[src/rtl/core/rtxo_pkg.sv]
`default_nettype none
package rtxo_pkg;

	localparam int unsigned BYTE_W = 8;
	localparam int unsigned CFG_IDX_W = 2;

	typedef logic [BYTE_W-1:0] byte_t;

	typedef enum logic [CFG_IDX_W-1:0] {
		REG_STATIC_KEY  = 2'd0,
		REG_SESSION_KEY = 2'd1,
		REG_DIRECTION   = 2'd2
	} reg_idx_t;

	typedef enum logic {
		DIR_OBFUSCATE   = 1'b0,
		DIR_DEOBFUSCATE = 1'b1
	} dir_t;

	typedef struct packed {
		byte_t static_key;
		byte_t session_key;
		dir_t  direction;
	} cfg_t;

	// keystream byte of one pass
	function automatic byte_t mask_of(byte_t chain, byte_t key, byte_t pos);
		return byte_t'(chain + key + pos);
	endfunction

endpackage
`default_nettype wire

[src/rtl/core/rtxo_if.sv]
`default_nettype none
interface rtxo_msg_if;
	import rtxo_pkg::*;
	logic  valid;
	logic  ready;
	byte_t data_byte;
	logic  last_byte;

	modport source (output valid, output data_byte, output last_byte, input ready);
	modport sink (input valid, input data_byte, input last_byte, output ready);
endinterface

interface rtxo_res_if;
	import rtxo_pkg::*;
	logic  valid;
	logic  ready;
	byte_t out_byte;
	logic  out_last;

	modport source (output valid, output out_byte, output out_last, input ready);
	modport sink (input valid, input out_byte, input out_last, output ready);
endinterface
`default_nettype wire

[src/rtl/core/rtxo_cfg.sv]
`default_nettype none
module rtxo_cfg
	import rtxo_pkg::*;
(
	input  wire logic                 clk,
	input  wire logic                 arst_n,
	input  wire logic                 cfg_we,
	input  wire logic [CFG_IDX_W-1:0] cfg_idx,
	input  wire logic [BYTE_W-1:0]    cfg_data,
	output      cfg_t                 cfg
);

	cfg_t cfg_q;

	always_ff @(posedge clk or negedge arst_n) begin
		if (!arst_n) begin
			cfg_q <= '{static_key: '0, session_key: '0, direction: DIR_OBFUSCATE};
		end else if (cfg_we) begin
			unique case (cfg_idx)
				REG_STATIC_KEY:  cfg_q.static_key  <= cfg_data;
				REG_SESSION_KEY: cfg_q.session_key <= cfg_data;
				REG_DIRECTION:   cfg_q.direction   <= dir_t'(cfg_data[0]);
				default: ; // unmapped index, write dropped
			endcase
		end
	end

	assign cfg = cfg_q;

endmodule
`default_nettype wire

[src/rtl/core/rtxo_core.sv]
`default_nettype none
module rtxo_core
	import rtxo_pkg::*;
(
	input  wire logic   clk,
	input  wire logic   arst_n,
	input  wire cfg_t   cfg,
	rtxo_msg_if.sink    msg,
	rtxo_res_if.source  res
);

	// input register
	logic  vld_s1;
	byte_t data_s1;
	logic  last_s1;

	// output register
	logic  vld_q;
	byte_t out_byte_q;
	logic  out_last_q;

	// message state
	byte_t idx_q;
	byte_t chain1_q;
	byte_t chain2_q;

	logic  adv;
	byte_t pos;
	byte_t key1;
	byte_t key2;
	byte_t s1;
	byte_t s2;
	byte_t chain1_d;
	byte_t chain2_d;

	assign adv       = vld_s1 && (!vld_q || res.ready);
	assign msg.ready = !vld_s1 || adv;

	always_ff @(posedge clk or negedge arst_n) begin
		if (!arst_n) begin
			vld_s1 <= 1'b0;
		end else if (msg.ready) begin
			vld_s1 <= msg.valid;
		end
	end

	always_ff @(posedge clk) begin
		if (msg.valid && msg.ready) begin
			data_s1 <= msg.data_byte;
			last_s1 <= msg.last_byte;
		end
	end

	always_comb begin
		pos = byte_t'(idx_q + byte_t'(1));
		if (cfg.direction == DIR_OBFUSCATE) begin
			key1 = cfg.session_key;
			key2 = cfg.static_key;
		end else begin
			key1 = cfg.static_key;
			key2 = cfg.session_key;
		end
		s1 = data_s1 ^ mask_of(chain1_q, key1, pos);
		s2 = s1 ^ mask_of(chain2_q, key2, pos);
		// obfuscate chains on written bytes, deobfuscate on read bytes
		if (cfg.direction == DIR_OBFUSCATE) begin
			chain1_d = s1;
			chain2_d = s2;
		end else begin
			chain1_d = data_s1;
			chain2_d = s1;
		end
	end

	always_ff @(posedge clk or negedge arst_n) begin
		if (!arst_n) begin
			idx_q    <= '0;
			chain1_q <= '0;
			chain2_q <= '0;
		end else if (adv) begin
			if (last_s1) begin
				idx_q    <= '0;
				chain1_q <= '0;
				chain2_q <= '0;
			end else begin
				idx_q    <= pos;
				chain1_q <= chain1_d;
				chain2_q <= chain2_d;
			end
		end
	end

	always_ff @(posedge clk or negedge arst_n) begin
		if (!arst_n) begin
			vld_q <= 1'b0;
		end else if (!vld_q || res.ready) begin
			vld_q <= vld_s1;
		end
	end

	always_ff @(posedge clk) begin
		if (adv) begin
			out_byte_q <= s2;
			out_last_q <= last_s1;
		end
	end

	assign res.valid    = vld_q;
	assign res.out_byte = out_byte_q;
	assign res.out_last = out_last_q;

	a_last_clears: assert property (@(posedge clk) disable iff (!arst_n)
		adv && last_s1 |=> idx_q == '0 && chain1_q == '0 && chain2_q == '0)
		else $error("state not cleared after last word");

	a_idx_steps: assert property (@(posedge clk) disable iff (!arst_n)
		adv && !last_s1 |=> idx_q == byte_t'($past(idx_q) + byte_t'(1)))
		else $error("position did not advance by one");

	a_state_hold: assert property (@(posedge clk) disable iff (!arst_n)
		!adv |=> $stable(idx_q) && $stable(chain1_q) && $stable(chain2_q))
		else $error("message state changed without a word moving");

	a_obf_chain: assert property (@(posedge clk) disable iff (!arst_n)
		adv && !last_s1 && cfg.direction == DIR_OBFUSCATE |=> chain2_q == out_byte_q)
		else $error("second chain does not track emitted word");

endmodule
`default_nettype wire

[src/rtl/core/two_pass_rolling_xor_obfuscator_top.sv]
`default_nettype none
// Two-pass rolling XOR obfuscator. Each message word on msg yields exactly one word
// on res, XORed by two chained passes keyed by the session key and the static key
// (order swapped by direction); a word with last_byte set restarts position and chains
// for the next message. One word per clock is sustained while res is ready: a word
// passes through the input register and then sits in the output register, and the
// chain update through two 8-bit adds and XORs is the feedback path between words.
// Registers (cfg_idx): 0 static key, 1 session key, 2 direction (0 obfuscate,
// 1 deobfuscate); index 3 is ignored. Write them only while no word is in flight;
// a change takes effect from the next word.
module two_pass_rolling_xor_obfuscator_top
	import rtxo_pkg::*;
(
	input  wire logic                 clk,
	input  wire logic                 arst_n,
	input  wire logic                 cfg_we,
	input  wire logic [CFG_IDX_W-1:0] cfg_idx,
	input  wire logic [BYTE_W-1:0]    cfg_data,
	rtxo_msg_if.sink                  msg,
	rtxo_res_if.source                res
);

	cfg_t cfg;

	rtxo_cfg u_cfg (
		.clk      (clk),
		.arst_n   (arst_n),
		.cfg_we   (cfg_we),
		.cfg_idx  (cfg_idx),
		.cfg_data (cfg_data),
		.cfg      (cfg)
	);

	rtxo_core u_core (
		.clk    (clk),
		.arst_n (arst_n),
		.cfg    (cfg),
		.msg    (msg),
		.res    (res)
	);

endmodule
`default_nettype wire
[src/flat_wrapper.sv]
// flat-port wrapper written by rule: the top's interface ports become plain ports
module two_pass_rolling_xor_obfuscator_top_flat import rtxo_pkg::*;
  (clk, arst_n, cfg_we, cfg_idx, cfg_data, msg_valid, msg_data_byte, msg_last_byte, msg_ready, res_valid, res_out_byte, res_out_last, res_ready);
  rtxo_msg_if msg_i ();
  rtxo_res_if res_i ();
  input  wire logic clk;
  input  wire logic arst_n;
  input  wire logic cfg_we;
  input  wire logic [CFG_IDX_W-1:0] cfg_idx;
  input  wire logic [BYTE_W-1:0] cfg_data;
  input wire logic [$bits(msg_i.valid)-1:0] msg_valid;
  input wire logic [$bits(msg_i.data_byte)-1:0] msg_data_byte;
  input wire logic [$bits(msg_i.last_byte)-1:0] msg_last_byte;
  output wire logic [$bits(msg_i.ready)-1:0] msg_ready;
  output wire logic [$bits(res_i.valid)-1:0] res_valid;
  output wire logic [$bits(res_i.out_byte)-1:0] res_out_byte;
  output wire logic [$bits(res_i.out_last)-1:0] res_out_last;
  input wire logic [$bits(res_i.ready)-1:0] res_ready;
  assign msg_i.valid = msg_valid;
  assign msg_i.data_byte = msg_data_byte;
  assign msg_i.last_byte = msg_last_byte;
  assign msg_ready = msg_i.ready;
  assign res_valid = res_i.valid;
  assign res_out_byte = res_i.out_byte;
  assign res_out_last = res_i.out_last;
  assign res_i.ready = res_ready;
  two_pass_rolling_xor_obfuscator_top u_core (.clk(clk), .arst_n(arst_n), .cfg_we(cfg_we), .cfg_idx(cfg_idx), .cfg_data(cfg_data), .msg(msg_i), .res(res_i));
endmodule
[config.mk]
export PLATFORM = sky130hd
export DESIGN_NAME = two_pass_rolling_xor_obfuscator_top_flat
export DESIGN_NICKNAME = d
export VERILOG_FILES = /design/src/rtl/core/rtxo_pkg.sv /design/src/rtl/core/rtxo_if.sv /design/src/rtl/core/rtxo_cfg.sv /design/src/rtl/core/rtxo_core.sv /design/src/rtl/core/two_pass_rolling_xor_obfuscator_top.sv /design/src/flat_wrapper.sv
export SDC_FILE = /design/constraint.sdc
export NUM_CORES = 1
export LEC_CHECK = 0
export ABC_AREA = 0
export ABC_CLOCK_PERIOD_IN_PS = 5100
export BUFFER_PORTS_ARGS = -buffer_cell sky130_fd_sc_hd__buf_4
export CORE_MARGIN = 2
export CORE_UTILIZATION = 40
export DETAILED_ROUTE_END_ITERATION = 6
export SYNTH_ARGS = -nofsm -noshare
export SYNTH_HDL_FRONTEND = slang
export SYNTH_SLANG_ARGS = --single-unit
[constraint.sdc]
create_clock -name clk -period 5.1 [get_ports clk]
set_clock_uncertainty 0.15 [all_clocks]
set_input_delay 0.51 -clock clk [delete_from_list [all_inputs] [get_ports clk]]
set_output_delay 0.51 -clock clk [all_outputs]
set_load 0.005 [all_outputs]
==> flow_summary_export.csv, run 1 <==
group,metric,value,unit
sta,max_slew.worst_pin.slew,867,ps
synth,yosys_warnings,0,
routing,detailroute.via_count,2428,
final_layout,final.fill_count,870,
final_layout,n_antenna_cell,0,
floorplan,floorplan.die.width,100,µm
placed_design,total_half_perimeter_wirelength_after_legalization_and_detailed_placement,5.50,mm
floorplan,floorplan.rows,35,
synth,async_flop_share,70.5,%
routing,antenna_violating_nets_post_route,0,
synth,synth.cell_area,3700,µm²
placed_design,detailedPlace.worstSlack,1270,ps
clock_network,clock_sink_count,61,
sta,fin_hold_ws,23.6,ps
sta,hold_viol,0,
power_and_ir_drop,vdd_ir_drop_max,0.227,mV
routing,iteration_count_of_the_initial_detailed_routing_pass,5,
sta,achievable-frequency,0.262,GHz
final_layout,seqCellArea,1620,µm²
clock_network,worst_setup_hold_path_clk_slew,70,ps
final_layout,num-nets-final,420,
sta,rsz0062_at_grt,"false",
global_routing,grt_pass1_vias,2500,
routing,drt-wirelength-per-cell,15.5,µm
critical_path,end_kind,"flip-flop",
power_and_ir_drop,total_leakage_power,1.94,nW
min_path,worstHoldPathType,"primary input to asynchronous set/reset pin",
final_layout,multiInputGateArea,1900,µm²
global_routing,grt_overflow_total,0,
critical_path,start_kind,"flip-flop",
clock_network,cts-resized-gates,0,
clock_network,clock_tree.buffer_depth,2,
final_layout,area_growth_syn_to_layout,15.4,%
sta,setup_viol_count_final,0,
synth,synth_top_flop_cell,"dfrtp_1",
global_routing,globalRouteTotalUtil,16.3,%
global_routing,grt_first_pass_wirelength,12.4,mm
flow_run,max_cap_viols,0,
sta,worst_slack,1280,ps
clock_network,ctsHtreeMaxLevel,3,
routing,detail_route.vias_per_cell,5.03,
floorplan,floorplan.core_area,9110,µm²
sta,slew_headroom,42.1,%
synth,post_synth_num_cell_types,43,
synth,synth-seq-area-share,43.6,%
floorplan,boundaryPins,35,
sta,setup-tns-final,0,ps
synth,synth-edff-count,18,
power_and_ir_drop,power.density,659,nW/µm²
clock_network,cts.root.buffer_cell,"clkbuf_8",
critical_path,critical_path_peak_fanout,7,
floorplan,fp.dieH,100,µm
synth,synthesis.area_per_instance,11.3,µm²
clock_network,holdBufCountCts,0,
clock_network,cts_made_buffers,9,
run_status,outcome,"finished, final reports clean",
routing,drc,0,
clock_network,cts.repair_timing.setup_buffer_count,0,
global_routing,grt_max_degree,44,
sta,timing.final.crit_share,74.8,%
routing,initialDrtViolationCount,74,
final_layout,mostFrequentLayoutCell,"dfrtp_1",
sta,final_max_slew_viol_count,0,
critical_path,cp_data_arrival_time,3890,ps
clock_network,tritoncts,"done",
synth,syn_inst,329,
sta,finalWorstPathRequiredPeriod,3820,ps
global_routing,antenna_found_initial,0,
placed_design,quantity_of_i_o_buffers_inserted_on_ports,34,
critical_path,worstSetupPathType,"flip-flop to flip-flop",
synth,postSynthNetCount,382,
placed_design,gp_routability_congestion,0.808,
clock_network,worstSkewPairLatency,330,ps
final_layout,most-common-layout-cells,"dfrtp_1 (43), inv_1 (42), buf_4 (35)",
floorplan,initial_core_util,40.7,%
synth,yosys_register_bits,61,
routing,total_routed_wirelength,7.48,mm
floorplan,die-area,10000,µm²
final_layout,final_layout_size_suffix_gt1_share,19.6,%
critical_path,timing.critical_path.required,5180,ps
critical path, cell delays in order, from the launching register on:
cell	delay (ps)
dfrtp_1	490
ha_1	270
nand2_1	100
xor2_1	490
fa_1	500
inv_1	70
ha_1	260
and2_1	150
a311o_1	330
a21oi_2	150
xnor2_1	130
or3_1	370
a32o_1	240
per-stage QoR:
step	std cells	area [µm²]	power (mW)	util [%]
final	483	4270	2.82	46.9
after global routing	483	4270	3.08	46.9
after CTS	483	4270	2.84	46.9
after detailed placement	467	4070	2.40	44.7
after global placement	467	4070	2.38	44.7
after floorplan	329	3700	2.06	-
per-layer routing:
metal  share of wire, %  global-route usage (%)  vias up  wire length (µm)
met3                3.0                    3.62        5               221
met2                 50                    27.6       40              3730
met5                  0                       0        -                 0
met4               0.72                    4.43        0                54
met1                 46                    21.0     1187              3480
li1                   -                       -     1196                 -
area by class of cell:
class	instances	area share, %
Tap cell	111	3.25
Sequential cell	61	37.8
Inverter	42	3.69
Clock buffer	9	2.90
Clock inverter	7	1.76
Timing Repair Buffer	35	6.15
Multi-Input combinational cell	218	44.4
power breakdown:
| part | internal, mW | switching, mW |
|---|---|---|
| Sequential | 0.697 | 0.0705 |
| Clock | 0.227 | 0.206 |
| Combinational | 0.791 | 0.826 |
| Total | 1.71 | 1.10 |
kinds of logic (layout without fill, tap and decap cells):
kind of cell | count (synthesis) | count (layout) | share of synthesized area (%)
flip-flops | 61 | 61 | 43.6
AND/OR/NAND/NOR | 56 | 56 | 7.50
AO/OA/AOI/OAI | 54 | 54 | 9.83
buffers and inverters | 50 | 93 | 5.10
XOR/XNOR | 44 | 44 | 10.8
multiplexers | 35 | 35 | 10.1
adder cells (fa/ha/maj) | 29 | 29 | 13.0
sequential cells by signal, indices dropped and copies added (netlist names):
| signal | flops |
|---|---|
| u_core.u_core.res.out_byte | 8 |
| u_core.u_core.vld_s1 | 1 |
| u_core.u_core.res.out_last | 1 |
| u_core.u_core.chain2_q | 8 |
| u_core.u_core.chain1_q | 8 |
| u_core.u_core.data_s1 | 8 |
| u_core.u_core.res.valid | 1 |
| u_core.u_core.last_s1 | 1 |
| u_core.u_cfg.cfg | 17 |
| u_core.u_core.idx_q | 8 |
synth_stat cells (all sizes together), types with 2 or more instances:
| master | number | area [µm²] |
|---|---|---|
| nand2b | 3 | 18.8 |
| a211o | 2 | 17.5 |
| nand3b | 3 | 22.5 |
| o31ai | 3 | 22.5 |
| edfxtp | 18 | 541 |
| a21oi | 9 | 48.8 |
| and2 | 4 | 25.0 |
| xnor2 | 34 | 298 |
| ha | 13 | 163 |
| dfrtp | 43 | 1080 |
| clkbuf | 5 | 18.8 |
| and3 | 3 | 18.8 |
| o22ai | 11 | 68.8 |
| xor2 | 9 | 78.8 |
| nand3 | 3 | 15.0 |
| fa | 16 | 320 |
| nor2b | 2 | 12.5 |
| inv | 42 | 158 |
| nand2 | 19 | 71.3 |
| or3 | 2 | 12.5 |
| a22o | 2 | 17.5 |
| mux2i | 16 | 160 |
| mux2 | 19 | 214 |
| o21ai | 12 | 60.1 |
| nor2 | 13 | 48.8 |
| buf | 3 | 12.5 |
| a32oi | 2 | 17.5 |
| a21o | 5 | 37.5 |
final timing paths:
| path | start | to | slack, ps | cells after the start |
|---|---|---|---|---|
| max | u_core.u_core.idx_q[0] | u_core.u_core.chain2_q[6] | 1280 | 12 |
| min | arst_n | u_core.u_core.chain1_q[3] | 20 | 1 |
| max reg2reg | u_core.u_core.idx_q[0] | u_core.u_core.chain2_q[6] | 1280 | 12 |
| min reg2reg | u_core.u_core.vld_s1 | u_core.u_core.res.valid | 360 | 1 |
| max in group asynchronous | arst_n | u_core.u_core.idx_q[2] | 4390 | 1 |
| min in group clk | msg_data_byte[5] | u_core.u_core.data_s1[5] | 190 | 1 |
Note: power is estimated with default switching activity, not from simulation.
==> run 2: changes to the inputs <==
- ABC_AREA: 0 -> 1
- ABC_CLOCK_PERIOD_IN_PS: 5100 -> 3700
- clock period: 5.1 -> 3.7 ns (I/O delays scaled with it)
==> flow_summary_export.csv, run 2 <==
group,metric,value,unit
run_status,outcome,"finished, final reports clean",
clock_network,cts_made_buffers,9,
routing,drt-wirelength-per-cell,13.2,µm
critical_path,critical_path.reg2reg.startpoint,"u_core.u_core.idx_q[0]",
placed_design,total_half_perimeter_wirelength_after_legalization_and_detailed_placement,6.17,mm
synth,post_synth_num_cell_types,33,
final_layout,multiInputGateArea,1920,µm²
final_layout,num-nets-final,551,
final_layout,area_growth_syn_to_layout,15.4,%
critical_path,worstSetupPathType,"flip-flop to flip-flop",
critical_path,internal_reg_to_reg_setup_slack,380,ps
synth,post-synth-top-area-cell,"dfrtp_1",
critical_path,start_kind,"flip-flop",
final_layout,final.fill_count,976,
synth,async_flop_share,70.5,%
sta,hold_viol,0,
sta,max_slew.worst_pin.slew,981,ps
critical_path,rr_endpoint,"u_core.u_core.chain2_q[4]",
critical_path,timing.critical_path.required,3790,ps
routing,antenna_violating_nets_post_route,0,
global_routing,grt_overflow_total,0,
critical_path,critical-path-slowest-cell,"fa_1",
floorplan,floorplan.die.width,103,µm
global_routing,globalRouteTotalUtil,18.0,%
synth,yosys.cell_count.top_type,"nand2_1",
clock_network,tritoncts,"done",
final_layout,most-common-layout-cells,"nand2_1 (112), inv_1 (88), o21ai_0 (48)",
clock_network,worstSkewPairLatency,360,ps
clock_network,clock_sink_count,61,
synth,synth-seq-area-share,41.3,%
critical_path,cell_depth_of_the_worst_flop_to_flop_path,14,
routing,detailroute.via_count,2963,
clock_network,ctsHtreeMaxLevel,3,
synth,yosys_warnings,0,
critical_path,worst_path_max_stage_delay,470,ps
final_layout,largest_reg_flops,17,
global_routing,grt_pass1_vias,2875,
critical_path,critical_path_peak_fanout,6,
sta,achievable-frequency,0.301,GHz
power_and_ir_drop,total_power_consumption,4.12,mW
power_and_ir_drop,total_leakage_power,2.30,nW
final_layout,mostFrequentLayoutCell,"nand2_1",
global_routing,antenna_found_initial,0,
critical_path,critical_path.cell_chain,"nand2_2 > nor2_4 > xor2_1 > fa_1 > inv_1 > ha_1 > nand2_1 > nand3_2 > xnor2_2 > xor2_1 > nand2b_1 > nand3_1 > nand2_1 > nand2_1",
synth,yosys_register_bits,61,
clock_network,clock_tree.buffer_depth,2,
critical_path,end_kind,"flip-flop",
synth,synth-edff-count,18,
power_and_ir_drop,vdd_ir_drop_max,0.284,mV
synth,synth_top_flop_cell,"dfrtp_1",
clock_network,cts.root.buffer_cell,"clkbuf_8",
sta,rsz0062_at_grt,"false",
sta,final_max_slew_viol_count,0,
final_layout,core_utilization_of_the_finished_layout,46.9,%
sta,timing.final.crit_share,89.7,%
floorplan,fp.dieH,103,µm
min_path,worstHoldPathType,"primary input to flip-flop",
sta,slew_headroom,34.5,%
final_layout,seqCellArea,1620,µm²
sta,finalWorstPathRequiredPeriod,3320,ps
floorplan,die-area,10600,µm²
routing,drc,0,
critical_path,worst_path_most_repeated_cell,"nand2_1",
floorplan,initial_core_util,40.6,%
routing,iteration_count_of_the_initial_detailed_routing_pass,4,
critical_path,worst_setup_path_endpoint,"u_core.u_core.chain2_q[4]",
clock_network,cts.repair_timing.setup_buffer_count,0,
floorplan,floorplan.rows,36,
critical_path,worstSetupStartpoint,"u_core.u_core.idx_q[0]",
floorplan,boundaryPins,35,
critical_path,cp_data_arrival_time,3410,ps
clock_network,worst_setup_hold_path_clk_slew,80,ps
sta,setup_viol_count_final,0,
global_routing,grt_first_pass_wirelength,14.1,mm
sta,setup-tns-final,0,ps
synth,postSynthNetCount,515,
min_path,worst_hold_startpoint,"msg_data_byte[6]",
global_routing,grt_max_degree,44,
synth,synth.top_cells.by_area,"dfrtp_1 (27%), edfxtp_1 (14%), nand2_1 (11%)",
synth,yosysTopAreaCellShare,27.5,%
final_layout,final_area,4520,µm²
routing,total_routed_wirelength,8.41,mm
routing,detail_route.vias_per_cell,4.66,
placed_design,placement.cell_area,4300,µm²
synth,synthesis.area_per_instance,8.48,µm²
power_and_ir_drop,power.density,910,nW/µm²
routing,initialDrtViolationCount,117,
final_layout,n_antenna_cell,0,
synth,synth.cell_area,3920,µm²
floorplan,floorplan.core_area,9640,µm²
synth,syn_inst,462,
synth,post_synth_most_frequent_cells,"nand2_1 (112), inv_1 (88), o21ai_0 (48), dfrtp_1 (43), nand3_1 (20)",
final_layout,final_layout_size_suffix_gt1_share,16.9,%
flow_run,max_cap_viols,0,
placed_design,gp_routability_congestion,0.890,
placed_design,quantity_of_i_o_buffers_inserted_on_ports,34,
run 2: changes by cell type after synthesis, sizes merged, moves of 19 or more:
| cell | previous run | this run |
|---|---|---|
| inv | 42 | 90 |
| mux2 | 19 | 0 |
| nand2 | 19 | 123 |
| nand3 | 3 | 27 |
| o21ai | 12 | 50 |
| xnor2 | 34 | 12 |
run 2: what timing repair did:
action	4_1_cts	5_1_grt
resized for setup	0	4
hold endpoints to repair	43	0
endpoints found under the setup margin	0	6
hold buffers	1	0
run 2: critical path: cells and delay by family (launching register included):
family	cells	cell delay, ps
xor gates and xnor gates	3	920
adders and majority gates	2	770
and+or+nand+nor	8	850
buffers and inverters	1	70
DFF	1	440
run 2: cell type report:
cell class / count / share of cell area, %
inverter: 90 / 7.47
timing repair buffer: 38 / 6.36
sequential: 61 / 35.8
clock buffer: 13 / 3.96
multi-input combinational: 298 / 42.4
tap: 133 / 3.68
clock inverter: 3 / 0.387
run 2: metal layers:
metal | GRT usage [%] | part of all wire (%) | wire (µm)
met2 | 26.6 | 44 | 3700
met5 | 0 | 0 | 0
met3 | 3.80 | 4.6 | 388
met1 | 24.9 | 49 | 4110
met4 | 9.31 | 2.5 | 211
run 2: how the worst min path moves through the flow:
stage / to / slack [ps] / depth (start not counted)
6_report: u_core.u_core.data_s1[6] / 40 / 1
5_1_grt: u_core.u_core.last_s1 / 30 / 1
4_1_cts: u_core.u_core.data_s1[7] / 30 / 1
3_5_place_dp: u_core.u_core.chain2_q[7] / 260 / 1
3_3_place_gp: u_core.u_core.chain2_q[6] / 270 / 1
2_1_floorplan: u_core.u_cfg.cfg[0] / -80 / 0
run 2: power by group:
part	internal (mW)	switching [mW]	leakage, nW
Clock	0.314	0.273	0.101
Combinational	1.01	1.46	1.48
Sequential	0.972	0.0904	0.725
Total	2.29	1.82	2.30
run 2: per-stage QoR:
step / hold WS, ps / setup WS [ps] / instances
6_report: 38.9 / 380 / 636
4_1_cts: 25.8 / 139 / 636
5_1_grt: 25.6 / 93.5 / 636
2_1_floorplan: -75.6 / 588 / 462
3_5_place_dp: 264 / 155 / 619
3_3_place_gp: 272 / 293 / 619
run 2: cell families (layout without fill, tap and decap cells):
group	after synthesis	count (layout)	synth area share (%)
fa+ha+maj	29	29	12.3
xor+xnor	26	26	6.39
flops	61	61	41.3
buf+inv	103	144	10.2
compound gates	74	74	10.1
simple gates	169	169	19.7
==> run 3: changes to the inputs <==
- CORE_ASPECT_RATIO: not set -> 0.75
==> flow_summary_export.csv, run 3 (synthesis results as in run 2) <==
group,metric,value,unit
critical_path,worst_setup_path_endpoint,"u_core.u_core.chain2_q[5]",
floorplan,initial_core_util,40.9,%
routing,detail_route.vias_per_cell,4.76,
routing,met2WireLength,3.84,mm
clock_network,cts.root.buffer_cell,"clkbuf_16",
final_layout,final_layout_size_suffix_gt1_share,17.0,%
final_layout,largest_reg_flops,17,
global_routing,antenna_found_initial,0,
floorplan,fp.dieH,89.7,µm
sta,finalWorstPathRequiredPeriod,3400,ps
routing,wl_met1,4.48,mm
sta,hold_viol,0,
power_and_ir_drop,total_leakage_power,2.36,nW
critical_path,cell_depth_of_the_worst_flop_to_flop_path,16,
critical_path,start_kind,"flip-flop",
global_routing,grt_max_degree,44,
critical_path,worstSetupPathType,"flip-flop to flip-flop",
power_and_ir_drop,power_switching_share,43.4,%
floorplan,boundaryPins,35,
final_layout,area_growth_syn_to_layout,18.4,%
power_and_ir_drop,intPower,2.51,mW
global_routing,grt_overflow_total,0,
clock_network,ctsHtreeMaxLevel,3,
sta,achievable-frequency,0.294,GHz
power_and_ir_drop,sequentialPowerShare,24.1,%
routing,total_routed_wirelength,8.96,mm
sta,slew_headroom,41.4,%
routing,drt-wirelength-per-cell,14.0,µm
floorplan,floorplan.core_area,9580,µm²
placed_design,gp_routability_congestion,0.869,
routing,initialDrtViolationCount,166,
placed_design,total_half_perimeter_wirelength_after_legalization_and_detailed_placement,6.59,mm
final_layout,n_antenna_cell,0,
final_layout,num-nets-final,554,
clock_network,clock_sink_count,61,
power_and_ir_drop,clockPowerShare,18.7,%
floorplan,die-area,10600,µm²
power_and_ir_drop,net_switching_power_figure,1.92,mW
critical_path,worstSetupStartpoint,"u_core.u_core.idx_q[0]",
min_path,worstHoldPathType,"primary input to flip-flop",
sta,max_slew.worst_pin.slew,878,ps
final_layout,core_utilization_of_the_finished_layout,48.4,%
final_layout,mostFrequentLayoutCell,"nand2_1",
final_layout,most-common-layout-cells,"nand2_1 (112), inv_1 (88), o21ai_0 (47)",
critical_path,cp_data_arrival_time,3520,ps
power_and_ir_drop,combinationalPowerShare,57.2,%
global_routing,grt_first_pass_wirelength,15.2,mm
global_routing,globalRouteTotalUtil,18.5,%
floorplan,floorplan.die.width,118,µm
sta,setup-tns-final,0,ps
routing,iteration_count_of_the_initial_detailed_routing_pass,5,
routing,drc,0,
critical_path,rr_endpoint,"u_core.u_core.chain2_q[5]",
clock_network,worst_setup_hold_path_clk_slew,60,ps
placed_design,dp_cells,621,
final_layout,post_layout_nonfiller_instances,638,
routing,wl_met3,576,µm
global_routing,grt_pass1_vias,3015,
clock_network,clock_tree.buffer_depth,2,
clock_network,tritoncts,"done",
clock_network,worstSkewPairLatency,340,ps
sta,rsz0062_at_grt,"false",
critical_path,internal_reg_to_reg_setup_slack,300,ps
flow_run,max_cap_viols,0,
sta,final_max_slew_viol_count,0,
floorplan,floorplan.rows,31,
sta,fin_hold_ws,54.7,ps
routing,antenna_violating_nets_post_route,0,
clock_network,cts.repair_timing.setup_buffer_count,0,
power_and_ir_drop,vdd_ir_drop_max,0.360,mV
critical_path,timing.critical_path.required,3820,ps
power_and_ir_drop,power.density,956,nW/µm²
placed_design,quantity_of_i_o_buffers_inserted_on_ports,34,
critical_path,end_kind,"flip-flop",
sta,timing.final.crit_share,91.9,%
routing,top_layer,"met4",
routing,detailroute.via_count,3040,
critical_path,critical_path_peak_fanout,6,
run_status,outcome,"finished, final reports clean",
clock_network,cts_made_buffers,9,
sta,setup_viol_count_final,0,
critical_path,critical_path.reg2reg.startpoint,"u_core.u_core.idx_q[0]",
==> run 3: routing by layer <==
layer	vias up	track usage, %
met3	5	5.20
met1	1423	27.5
met2	77	26.3
met4	0	5.42
li1	1535	-
met5	-	0
==> run 3: final cells by class <==
cell class	instances	area (µm²)
Tap cell	132	165
Sequential cell	61	1620
Fill cell	913	4940
Multi-Input combinational cell	298	1910
Timing Repair Buffer	41	310
Inverter	90	340
Clock buffer	12	268
Clock inverter	4	28.8
==> run 3: power groups by stage <==
stage,logic (mW),clock network [mW],registers [mW]
6_report,2.54,0.827,1.07
5_1_grt,2.90,0.873,1.09
4_1_cts,2.54,0.840,1.07
3_5_place_dp,2.51,0,1.08
3_3_place_gp,2.46,0,1.08
2_1_floorplan,1.93,0,1.06
==> run 3: timing repair <==
action / in CTS / in global routing
hold buffers: 1 / 0
endpoints found under the setup margin: 0 / 5
hold endpoints to repair: 43 / 0
gates resized for setup: 0 / 6
==> run 3: through the flow <==
step | total power, mW | instance area [µm²] | setup slack (ps)
3_5_place_dp | 3.59 | 4320 | 269
4_1_cts | 4.45 | 4630 | 243
3_3_place_gp | 3.54 | 4320 | 330
2_1_floorplan | 2.99 | 3920 | 588
5_1_grt | 4.86 | 4640 | 49.1
6_report | 4.43 | 4640 | 298
==> run 3: worst min-delay path by stage <==
stage	cells past startpoint	startpoint	endpoint	slack, ps
finish	1	msg_data_byte[4]	u_core.u_core.data_s1[4]	50
CTS	1	msg_data_byte[4]	u_core.u_core.data_s1[4]	50
floorplan	0	arst_n	u_core.u_cfg.cfg[0]	-80
global placement	1	arst_n	u_core.u_core.vld_s1	260
global route	1	msg_data_byte[6]	u_core.u_core.data_s1[6]	50
detailed placement	1	arst_n	u_core.u_core.vld_s1	260
==> run 3: worst max-delay path, stage by stage, from the launching register on <==
cell	delay, ps
dfrtp_2	460
ha_1	310
inv_1	190
fa_1	430
inv_1	70
ha_1	210
inv_1	70
fa_1	420
inv_1	120
nand3_1	80
nand2_1	110
xnor2_2	140
xor2_1	250
nand2_1	100
nand3_1	90
nand3_1	70
nand2_1	60
